## src/rtl/deq_pkg.sv

```systemverilog
`default_nettype none

package deq_pkg;

	localparam int DEPTH   = 16;
	localparam int IDX_W   = $clog2(DEPTH);
	localparam int DATA_W  = 32;
	localparam int CNT_W   = 5;
	localparam int TYPE_W  = 3;

	localparam logic [TYPE_W-1:0] REQ_PUSH_FRONT = 3'd0;
	localparam logic [TYPE_W-1:0] REQ_PUSH_BACK  = 3'd1;
	localparam logic [TYPE_W-1:0] REQ_POP_FRONT  = 3'd2;
	localparam logic [TYPE_W-1:0] REQ_POP_BACK   = 3'd3;
	localparam logic [TYPE_W-1:0] REQ_QUERY      = 3'd4;

	localparam logic signed [DATA_W-1:0] NONE_VALUE = '1;

	localparam logic [IDX_W-1:0] LAST_IDX = IDX_W'(DEPTH - 1);
	localparam logic [CNT_W-1:0] FULL_CNT = CNT_W'(DEPTH);

	typedef struct packed {
		logic [TYPE_W-1:0]        req_type;
		logic signed [DATA_W-1:0] push_value;
	} req_t;

	typedef struct packed {
		logic signed [DATA_W-1:0] popped_value;
		logic                     underflow;
		logic                     overflow;
		logic signed [DATA_W-1:0] front_value;
		logic signed [DATA_W-1:0] back_value;
		logic                     is_empty;
		logic [CNT_W-1:0]         entry_count;
	} rsp_t;

	typedef struct packed {
		logic latch;
		logic exec;
		logic capture;
		logic load_out;
	} cmd_t;

	typedef struct packed {
		logic rsp_free;
	} stat_t;

	function automatic logic [IDX_W-1:0] idx_up(input logic [IDX_W-1:0] i);
		return (i == LAST_IDX) ? '0 : i + IDX_W'(1);
	endfunction

	function automatic logic [IDX_W-1:0] idx_down(input logic [IDX_W-1:0] i);
		return (i == '0) ? LAST_IDX : i - IDX_W'(1);
	endfunction

endpackage

`default_nettype wire

```

## src/rtl/deq_ram.sv

```systemverilog
`default_nettype none

module deq_ram #(
	parameter int WIDTH = 32,
	parameter int DEPTH = 16
) (
	input  wire logic                     clk,
	input  wire logic                     wr_en,
	input  wire logic [$clog2(DEPTH)-1:0] wr_addr,
	input  wire logic [WIDTH-1:0]         wr_data,
	input  wire logic [$clog2(DEPTH)-1:0] rd_addr_a,
	output      logic [WIDTH-1:0]         rd_data_a,
	input  wire logic [$clog2(DEPTH)-1:0] rd_addr_b,
	output      logic [WIDTH-1:0]         rd_data_b
);

	logic [WIDTH-1:0] mem_q [DEPTH];

	always_ff @(posedge clk) begin
		if (wr_en) begin
			mem_q[wr_addr] <= wr_data;
		end
		rd_data_a <= mem_q[rd_addr_a];
		rd_data_b <= mem_q[rd_addr_b];
	end

endmodule

`default_nettype wire

```

## src/rtl/deq_ctrl.sv

```systemverilog
`default_nettype none

module deq_ctrl (
	input  wire logic          clk,
	input  wire logic          arst_n,
	input  wire logic          req_valid,
	output      logic          req_stall,
	output      deq_pkg::cmd_t cmd,
	input  wire deq_pkg::stat_t stat
);

	import deq_pkg::*;

	localparam logic [1:0] ST_IDLE = 2'd0;
	localparam logic [1:0] ST_EXEC = 2'd1;
	localparam logic [1:0] ST_READ = 2'd2;
	localparam logic [1:0] ST_DONE = 2'd3;

	logic [1:0] state_q;
	logic [1:0] state_d;

	assign req_stall = (state_q != ST_IDLE);

	always_comb begin
		state_d      = state_q;
		cmd          = '0;
		case (state_q)
			ST_IDLE: begin
				if (req_valid) begin
					cmd.latch = 1'b1;
					state_d   = ST_EXEC;
				end
			end
			ST_EXEC: begin
				cmd.exec = 1'b1;
				state_d  = ST_READ;
			end
			ST_READ: begin
				cmd.capture = 1'b1;
				state_d     = ST_DONE;
			end
			ST_DONE: begin
				if (stat.rsp_free) begin
					cmd.load_out = 1'b1;
					state_d      = ST_IDLE;
				end
			end
			default: begin
				state_d = ST_IDLE;
			end
		endcase
	end

	always_ff @(posedge clk or negedge arst_n) begin
		if (!arst_n) begin
			state_q <= ST_IDLE;
		end else begin
			state_q <= state_d;
		end
	end

endmodule

`default_nettype wire

```

## src/rtl/deq_dp.sv

```systemverilog
`default_nettype none

module deq_dp (
	input  wire logic           clk,
	input  wire logic           arst_n,
	input  wire deq_pkg::req_t  req,
	input  wire deq_pkg::cmd_t  cmd,
	output      deq_pkg::stat_t stat,
	output      deq_pkg::rsp_t  rsp,
	output      logic           rsp_valid,
	input  wire logic           rsp_stall
);

	import deq_pkg::*;

	logic [TYPE_W-1:0]        type_q;
	logic signed [DATA_W-1:0] value_q;
	logic [IDX_W-1:0]         front_q;
	logic [IDX_W-1:0]         back_q;
	logic [CNT_W-1:0]         count_q;
	logic                     under_q;
	logic                     over_q;
	logic                     pop_ok_q;
	logic signed [DATA_W-1:0] popped_q;
	rsp_t                     rsp_q;
	logic                     rsp_valid_q;

	logic                     wr_en;
	logic [IDX_W-1:0]         wr_addr;
	logic [IDX_W-1:0]         rd_addr_a;
	logic [IDX_W-1:0]         rd_addr_b;
	logic [DATA_W-1:0]        rd_data_a;
	logic [DATA_W-1:0]        rd_data_b;
	logic                     is_full;
	logic                     is_empty;

	assign is_full  = (count_q >= FULL_CNT);
	assign is_empty = (count_q == '0);

	always_comb begin
		wr_en     = 1'b0;
		wr_addr   = back_q;
		rd_addr_a = front_q;
		rd_addr_b = idx_down(back_q);
		if (cmd.exec) begin
			case (type_q)
				REQ_PUSH_FRONT: begin
					wr_en   = !is_full;
					wr_addr = idx_down(front_q);
				end
				REQ_PUSH_BACK: begin
					wr_en   = !is_full;
					wr_addr = back_q;
				end
				REQ_POP_FRONT: begin
					rd_addr_a = front_q;
				end
				REQ_POP_BACK: begin
					rd_addr_a = idx_down(back_q);
				end
				default: begin
				end
			endcase
		end
	end

	deq_ram #(
		.WIDTH (DATA_W),
		.DEPTH (DEPTH)
	) u_ram (
		.clk       (clk),
		.wr_en     (wr_en),
		.wr_addr   (wr_addr),
		.wr_data   (value_q),
		.rd_addr_a (rd_addr_a),
		.rd_data_a (rd_data_a),
		.rd_addr_b (rd_addr_b),
		.rd_data_b (rd_data_b)
	);

	always_ff @(posedge clk) begin
		if (cmd.latch) begin
			type_q  <= req.req_type;
			value_q <= req.push_value;
		end
		if (cmd.exec) begin
			under_q  <= 1'b0;
			over_q   <= 1'b0;
			pop_ok_q <= 1'b0;
			case (type_q)
				REQ_PUSH_FRONT, REQ_PUSH_BACK: begin
					over_q <= is_full;
				end
				REQ_POP_FRONT, REQ_POP_BACK: begin
					under_q  <= is_empty;
					pop_ok_q <= !is_empty;
				end
				default: begin
				end
			endcase
		end
		if (cmd.capture) begin
			popped_q <= pop_ok_q ? signed'(rd_data_a) : NONE_VALUE;
		end
		if (cmd.load_out) begin
			rsp_q.popped_value <= popped_q;
			rsp_q.underflow    <= under_q;
			rsp_q.overflow     <= over_q;
			rsp_q.front_value  <= is_empty ? NONE_VALUE : signed'(rd_data_a);
			rsp_q.back_value   <= is_empty ? NONE_VALUE : signed'(rd_data_b);
			rsp_q.is_empty     <= is_empty;
			rsp_q.entry_count  <= count_q;
		end
	end

	always_ff @(posedge clk or negedge arst_n) begin
		if (!arst_n) begin
			front_q     <= '0;
			back_q      <= '0;
			count_q     <= '0;
			rsp_valid_q <= 1'b0;
		end else begin
			if (cmd.exec) begin
				case (type_q)
					REQ_PUSH_FRONT: begin
						if (!is_full) begin
							front_q <= idx_down(front_q);
							count_q <= count_q + CNT_W'(1);
						end
					end
					REQ_PUSH_BACK: begin
						if (!is_full) begin
							back_q  <= idx_up(back_q);
							count_q <= count_q + CNT_W'(1);
						end
					end
					REQ_POP_FRONT: begin
						if (!is_empty) begin
							front_q <= idx_up(front_q);
							count_q <= count_q - CNT_W'(1);
						end
					end
					REQ_POP_BACK: begin
						if (!is_empty) begin
							back_q  <= idx_down(back_q);
							count_q <= count_q - CNT_W'(1);
						end
					end
					default: begin
					end
				endcase
			end
			if (cmd.load_out) begin
				rsp_valid_q <= 1'b1;
			end else if (!rsp_stall) begin
				rsp_valid_q <= 1'b0;
			end
		end
	end

	assign stat.rsp_free = !rsp_valid_q || !rsp_stall;
	assign rsp           = rsp_q;
	assign rsp_valid     = rsp_valid_q;

endmodule

`default_nettype wire

```

## src/rtl/double_ended_queue_top.sv

```systemverilog
`default_nettype none

// Double-ended queue of signed 32-bit values in a 16-entry ring memory. Each request
// (push front, push back, pop front, pop back, query; codes five to seven act as query)
// returns one response with the popped value, underflow and overflow flags, and the front
// value, back value, empty flag and count after the request. A pop on an empty queue and
// the front and back values of an empty queue read as -1; a push to a full queue is
// dropped and flagged. From acceptance to the response register a request goes through
// accept, update pointers and write or read the ring, then two registered reads of the
// ring memory (popped entry, then new front and back). The next request is taken once
// the response is loaded, while that response still waits on rsp_stall; a response that
// is not taken holds the block until rsp_stall drops before it can load the next.
module double_ended_queue_top (
	input  wire logic          clk,
	input  wire logic          arst_n,
	input  wire deq_pkg::req_t req,
	input  wire logic          req_valid,
	output      logic          req_stall,
	output      deq_pkg::rsp_t rsp,
	output      logic          rsp_valid,
	input  wire logic          rsp_stall
);

	import deq_pkg::*;

	cmd_t  cmd;
	stat_t stat;

	deq_ctrl u_ctrl (
		.clk       (clk),
		.arst_n    (arst_n),
		.req_valid (req_valid),
		.req_stall (req_stall),
		.cmd       (cmd),
		.stat      (stat)
	);

	deq_dp u_dp (
		.clk       (clk),
		.arst_n    (arst_n),
		.req       (req),
		.cmd       (cmd),
		.stat      (stat),
		.rsp       (rsp),
		.rsp_valid (rsp_valid),
		.rsp_stall (rsp_stall)
	);

	a_count_bound: assert property (@(posedge clk) disable iff (!arst_n)
		rsp_valid |-> (rsp.entry_count <= FULL_CNT))
		else $error("entry count above depth");

	a_empty_count: assert property (@(posedge clk) disable iff (!arst_n)
		rsp_valid |-> (rsp.is_empty == (rsp.entry_count == '0)))
		else $error("empty flag disagrees with count");

	a_flags_apart: assert property (@(posedge clk) disable iff (!arst_n)
		rsp_valid |-> !(rsp.underflow && rsp.overflow))
		else $error("underflow and overflow together");

	a_under_none: assert property (@(posedge clk) disable iff (!arst_n)
		(rsp_valid && rsp.underflow) |-> (rsp.popped_value == NONE_VALUE && rsp.is_empty))
		else $error("underflow with a popped value");

	a_busy_after_accept: assert property (@(posedge clk) disable iff (!arst_n)
		(req_valid && !req_stall) |=> req_stall)
		else $error("request taken while busy");

endmodule

`default_nettype wire

```

## config.mk

```make
export PLATFORM = sky130hd
export DESIGN_NAME = double_ended_queue_top
export DESIGN_NICKNAME = d
export VERILOG_FILES = /design/src/rtl/deq_pkg.sv /design/src/rtl/deq_ram.sv /design/src/rtl/deq_ctrl.sv /design/src/rtl/deq_dp.sv /design/src/rtl/double_ended_queue_top.sv
export SDC_FILE = /design/constraint.sdc
export NUM_CORES = 1
export LEC_CHECK = 0
export BUFFER_PORTS_ARGS = -buffer_cell sky130_fd_sc_hd__buf_2
export CAP_MARGIN = 10
export CORE_MARGIN = 4
export CORE_UTILIZATION = 50
export CTS_CLUSTER_SIZE = 8
export DETAILED_ROUTE_END_ITERATION = 12
export GPL_TIMING_DRIVEN = 0
export PLACE_DENSITY = 0.67
export SYNTH_ARGS = -nofsm -noshare
export SYNTH_HDL_FRONTEND = slang
export SYNTH_SLANG_ARGS = --single-unit
export TNS_END_PERCENT = 10
```

## constraint.sdc

```tcl
create_clock -name clk -period 9.75 [get_ports clk]
set_clock_uncertainty 0.1 [all_clocks]
set_input_delay 0.975 -clock clk [delete_from_list [all_inputs] [get_ports clk]]
set_output_delay 0.975 -clock clk [all_outputs]
set_load 0.01 [all_outputs]
```

* After elaboration in Yosys (flattened, before gate mapping)
Memories as Yosys holds them, arrays and structs flattened. A register that Yosys moved wholly into a read port is not among the register bits. Cells that the tools add are included.
Storage, ports and cells: flip-flop bits (word level) 190, latch bits 0, memory bits (writable) 512, bits in read-only memories 0, word-level logic and storage cells 95, memories kept 1
Operators by class: add/subtract/negate cells 6, multiply operators 0, divide/modulo/power cells 0, magnitude comparators 1, equal/unequal tests 17, shift operators 0, mux-type cells 32, bitwise logic cells 0, reduce and logical (&&, ||, !) cells 20
Memories:
- u_dp.u_ram.mem_q | depth 16, width 32, rd ports 2, clocked after Yosys merged registers in 2, wr ports 1, line deq_ram.sv:17 | logic [WIDTH-1:0] mem_q [DEPTH];
Operators with widths (count):
- 4-bit 2-to-1 mux | 12
- 2-bit != test, second input constant | 8
- 4-bit case mux with 2 select lines | 2
- 1-bit 2-to-1 mux | 12
- 4-bit AND reduction | 3
- 5-bit 2-to-1 mux | 2
- 5-bit case mux with 2 select lines | 1
- 4-bit by 1-bit adder with 4-bit output, second input constant | 2
- 4-bit == test, second input constant | 2
- 4-bit logical NOT | 2
- 2-bit case mux with 4 select lines | 1
- 2-bit nonzero test | 4
- 4-bit by 1-bit subtractor with 4-bit output, second input constant | 2
- 3-bit by 2-bit == test with 1-bit output, second input constant | 2
- 5-bit by 1-bit adder with 5-bit output, second input constant | 1
- 5-bit >= comparator, second input constant | 1
- 5-bit logical NOT | 1
- 5-bit by 1-bit subtractor with 5-bit output, second input constant | 1
- 2-bit == test, second input constant | 2
- 1-bit logical NOT | 4
- 2-bit 2-to-1 mux | 2
- 2-bit OR reduction | 2
- 3-bit by 1-bit == test with 1-bit output, second input constant | 1
- 3-bit logical NOT | 1
- 5 further kinds | 5

* Longest topological paths before layout
depth in word-level cells 6, depth in mapped cells 13

* Cells and area by module
Synthesis repeated with hierarchy kept, for this count alone.
Second synthesis, totals: cells, all modules 1570, area total of the unflattened synthesis 31418.9 um^2
Modules (own cells, without submodules):
- deq_ram | times used 1, cells an instance 1141, area each 24203.2 um^2
- deq_dp | times used 1, cells an instance 412, area each 7033.0 um^2
- deq_ctrl | times used 1, cells an instance 17, area each 182.7 um^2

* Worst setup path before layout
OpenSTA, ideal clock, no wires.
path type input-to-reg, start input rsp_stall, end register u_dp.rsp_q, in the netlist u_dp.rsp[0], enable pin, arrival 8.509 ns, required time 8.926 ns, path slack 0.417 ns, stages on the path 1, cell sequence a21boi_0
On the way: word-level cells in the longest chain between the ends 4
Ends and longest elaborated chain:
- start, declared | line double_ended_queue_top.sv:21 | input wire logic rsp_stall
- 1-bit logical NOT
- 1-bit logical OR | line deq_dp.sv:161 | assign stat.rsp_free = !rsp_valid_q || !rsp_stall;
- 1-bit 2-to-1 mux | line deq_ctrl.sv:43 | if (stat.rsp_free) begin
- 1-bit 2-to-1 mux | line deq_ctrl.sv:27 | case (state_q)
- end, declared | line deq_dp.sv:25 | rsp_t rsp_q;
Every way passes these cells. A chain may end at the register's enable or synchronous reset.

* Worst setup path after layout
start register u_dp.back_q[0], end register u_dp.u_ram.rd_data_a[4], read port of u_dp.u_ram.mem_q
On the way: word-level cells in the longest chain between the ends 4, elaborated cells between the ends (all ways) 5, classes of those cells 1 x add/sub; 3 x mux; 1 x reduce/logical
Ends and longest elaborated chain:
- start, declared | line deq_dp.sv:19 | logic [IDX_W-1:0] back_q;
- start signal, assigned | line deq_dp.sv:133 | back_q <= idx_up(back_q);
- start signal, assigned | line deq_dp.sv:145 | back_q <= idx_down(back_q);
- 4-bit by 1-bit subtractor with 4-bit output or 4-bit logical NOT (tied branches) | line deq_pkg.sv:53 | return (i == '0) ? LAST_IDX : i - IDX_W'(1);
- 4-bit 2-to-1 mux * | line deq_pkg.sv:53
- 4-bit 2-to-1 mux * | line deq_dp.sv:46 | case (type_q)
- 4-bit 2-to-1 mux * | line deq_dp.sv:45 | if (cmd.exec) begin
- end, declared | line deq_ram.sv:12 | output logic [WIDTH-1:0] rd_data_a,
Mark *: on every way between the ends. The rest lies on a longest branch, timed or not.

==> key figures <==
STA
  • Fin crit share: 52.87%
  • RSZ-0062 raised after global routing: no
  • Clock period minus worst slack: 5.154 ns
  • Fmax: 194.0 MHz
  • Endpoints failing setup: 0
  • Max-slew headroom: 0.8632%
  • Count of pins over their slew limit: 0
  • Hold Vio Cnt, Final: 0
  • Worst Tran Pin Value: 1.487 ns
  • Worst hold slack: 0.1645 ns

Synthesis
  • Netlist cell types: 78
  • Yosys top cell by area: edfxtp_1
  • Seq cells post-synth: 766
  • Most used DFF post-synth: edfxtp_1
  • Ranking of synthesized cells by area: edfxtp_1 63%, mux4_2 10%, dfxtp_1 3.9%
  • Sequential-to-total area share from yosys stat: 68.15%
  • Synth Cell Area: 32700 µm²
  • Mean Syn Cell Area: 15.25 µm²
  • Yosys warns: 0
  • Top cell type's share of synthesized area: 63.00%
  • Synthesized net count: 2196
  • Mapped Cells: 2144
  • Async SR Flop Fraction: 2.089%
  • EDFF count, synth: 686

Clock network
  • Hold Buf Count CTS: 0
  • Worst-skew pair later-pin latency: 0.67 ns
  • Post-CTS setup repair buffer count: 0
  • PostCTS Resize Cnt: 0
  • Num CTS Buffers: 105
  • CTS H-tree depth: 3
  • Clk slew on worst S/H paths: 0.06 ns
  • TritonCTS clock tree: built
  • Clock Tree Buf Depth: 3
  • Clock Sinks: 766
  • Root Buffer: clkbuf_16

Placed design
  • GP Congestion: 0.9388
  • Dpl hpwl: 74340 µm
  • Dpl cells: 3170
  • I/O Buffers: 144
  • Placed standard-cell area: 35090 µm²

Critical path
  • Startpoint Class: flip-flop
  • Critical Path AT: 5.39 ns
  • Worst Setup SP: u_dp.back_q[0]
  • Reg2reg path depth: 9
  • Critical path type: reg2reg
  • FF-to-FF End: u_dp.u_ram.rd_data_a[4]
  • CP required: 9.98 ns
  • FF-to-FF setup slack: 4.60 ns
  • CP Capture Type: flip-flop
  • R2R Path Start: u_dp.back_q[0]
  • Worst-path maximum fanout: 10

Finish
  • Most common cell after layout, fill and taps aside: edfxtp_1
  • Most frequent cells in the layout: 686 x edfxtp_1, 242 x nand2_1, 180 x buf_2
  • Final Non-Filler Cells: 3374
  • Area delta synth->final: 16.93%
  • Design Area, Final: 38230 µm²
  • Post-layout util: 59.20%
  • Share of cells above drive strength 1: 23.57%
  • Nets: 2477

Route
  • Vias: 22800
  • DR vias/cell: 6.757
  • Initial DRC Count: 3472
  • Routed WL per cell: 33.44 µm
  • Antenna viol nets, final: 0
  • Final WL: 112800 µm
  • DRC Markers: 0
  • First-pass DRT Iterations: 5

Die
  • Initial Util: 50.63%
  • Core Region: 64580 µm²
  • Die Wd: 263.7 µm
  • Num rows: 93
  • Io pins: 145
  • Die height: 263.7 µm
  • Die area: 69550 µm²

GRT
  • Total congestion overflow: 0
  • Total GRT Usage: 31.78%
  • Vias in the first global route: 22280
  • First-pass GRT wire length: 158500 µm
  • Pin count of the biggest net entering global routing: 34
  • Antenna violations before repair: 9

Status
  • Status: finished, final reports clean

Pwr
  • Worst VDD drop: 0.2067 mV
  • Static Leak: 12.79 nW
  • Power Dens Cells: 366.9 nW/µm²
  • Final Total Pwr: 14.03 mW

Min path
  • Tightest Hold Check Type: in2async

Flow run
  • Max-Cap Viols: 0
-- how the worst max path moves through the flow --
stage               slack (ns)                        to
detailed placement        5.05  u_dp.u_ram.rd_data_a[10]
finish                    4.60   u_dp.u_ram.rd_data_a[4]
floorplan                 0.42               u_dp.rsp[0]
CTS                       5.06   u_dp.u_ram.rd_data_a[4]
global route              4.77  u_dp.u_ram.rd_data_a[11]
global placement         -3.40              u_dp.rsp[16]
-- area by class of cell --
class	instances	area, µm²
Antenna cell	3	7.507
Buffer	150	679.4
Clock buffer	192	2975
Clock inverter	6	113.9
Fill cell	4927	26350
Inverter	12	45.04
Multi-Input combinational cell	1216	9826
Sequential cell	766	22280
Tap cell	855	1070
Timing Repair Buffer	174	1235
-- cell usage after synthesis, types with 36 or more instances --
master,count
a211oi_1,43
a21oi_1,54
a31oi_1,37
buf_2,36
clkbuf_1,89
dfxtp_1,64
edfxtp_1,686
mux2i_1,45
mux4_2,146
nand2_1,242
nand2b_1,36
nand3_1,124
o21ai_0,129
or2_2,65
-- cells by family after synthesis --
family | synth area share (%)
compound gates | 8.025
xor+xnor | 0.3444
fa+ha+maj | 0.5204
buf+inv | 2.216
flops | 68.15
mux | 11.68
simple gates | 9.066
-- critical path, cell delays in order, from the launching register on --
cell and delay [ns]:
dfrtp_1 0.55, inv_2 0.18, ha_1 0.23, buf_4 0.16
xor2_2 0.71, nor2_1 0.27, a32oi_1 0.60, buf_4 0.32
clkbuf_1 1.01, o211ai_1 0.68
-- stage by stage --
step	setup TNS, ns	setup slack, ns
2_1_floorplan	0	0.4170
3_3_place_gp	-350.15	-3.400
3_5_place_dp	0	5.051
4_1_cts	0	5.058
5_1_grt	0	4.766
6_report	0	4.596
-- flip-flops by register name, indices dropped and copies added (netlist names) --
signal                cells
u_ctrl.state_q            2
u_dp.back_q               4
u_dp.count_q              5
u_dp.front_q              4
u_dp.over_q               1
u_dp.pop_ok_q             1
u_dp.popped_q            32
u_dp.rsp                104
u_dp.rsp_valid            1
u_dp.type_q               3
u_dp.u_ram.mem_q        512
u_dp.u_ram.rd_data_a     32
u_dp.u_ram.rd_data_b     32
u_dp.under_q              1
u_dp.value_q             32
-- metal layers --
layer  track usage [%]  vias up  wire, µm
met3             10.69      422     15510
met2             47.58     1912     49790
met5                 0        -        13
met1             41.31    11390     40460
li1                  -     9069         -
met4             17.28        2      7052
-- power breakdown --
part | internal, mW | switching (mW)
clock network | 2.04 | 1.38
registers | 4.26 | 0.245
logic | 1.97 | 4.12
total | 8.28 | 5.75
Note: power is estimated with default switching activity, not from simulation.
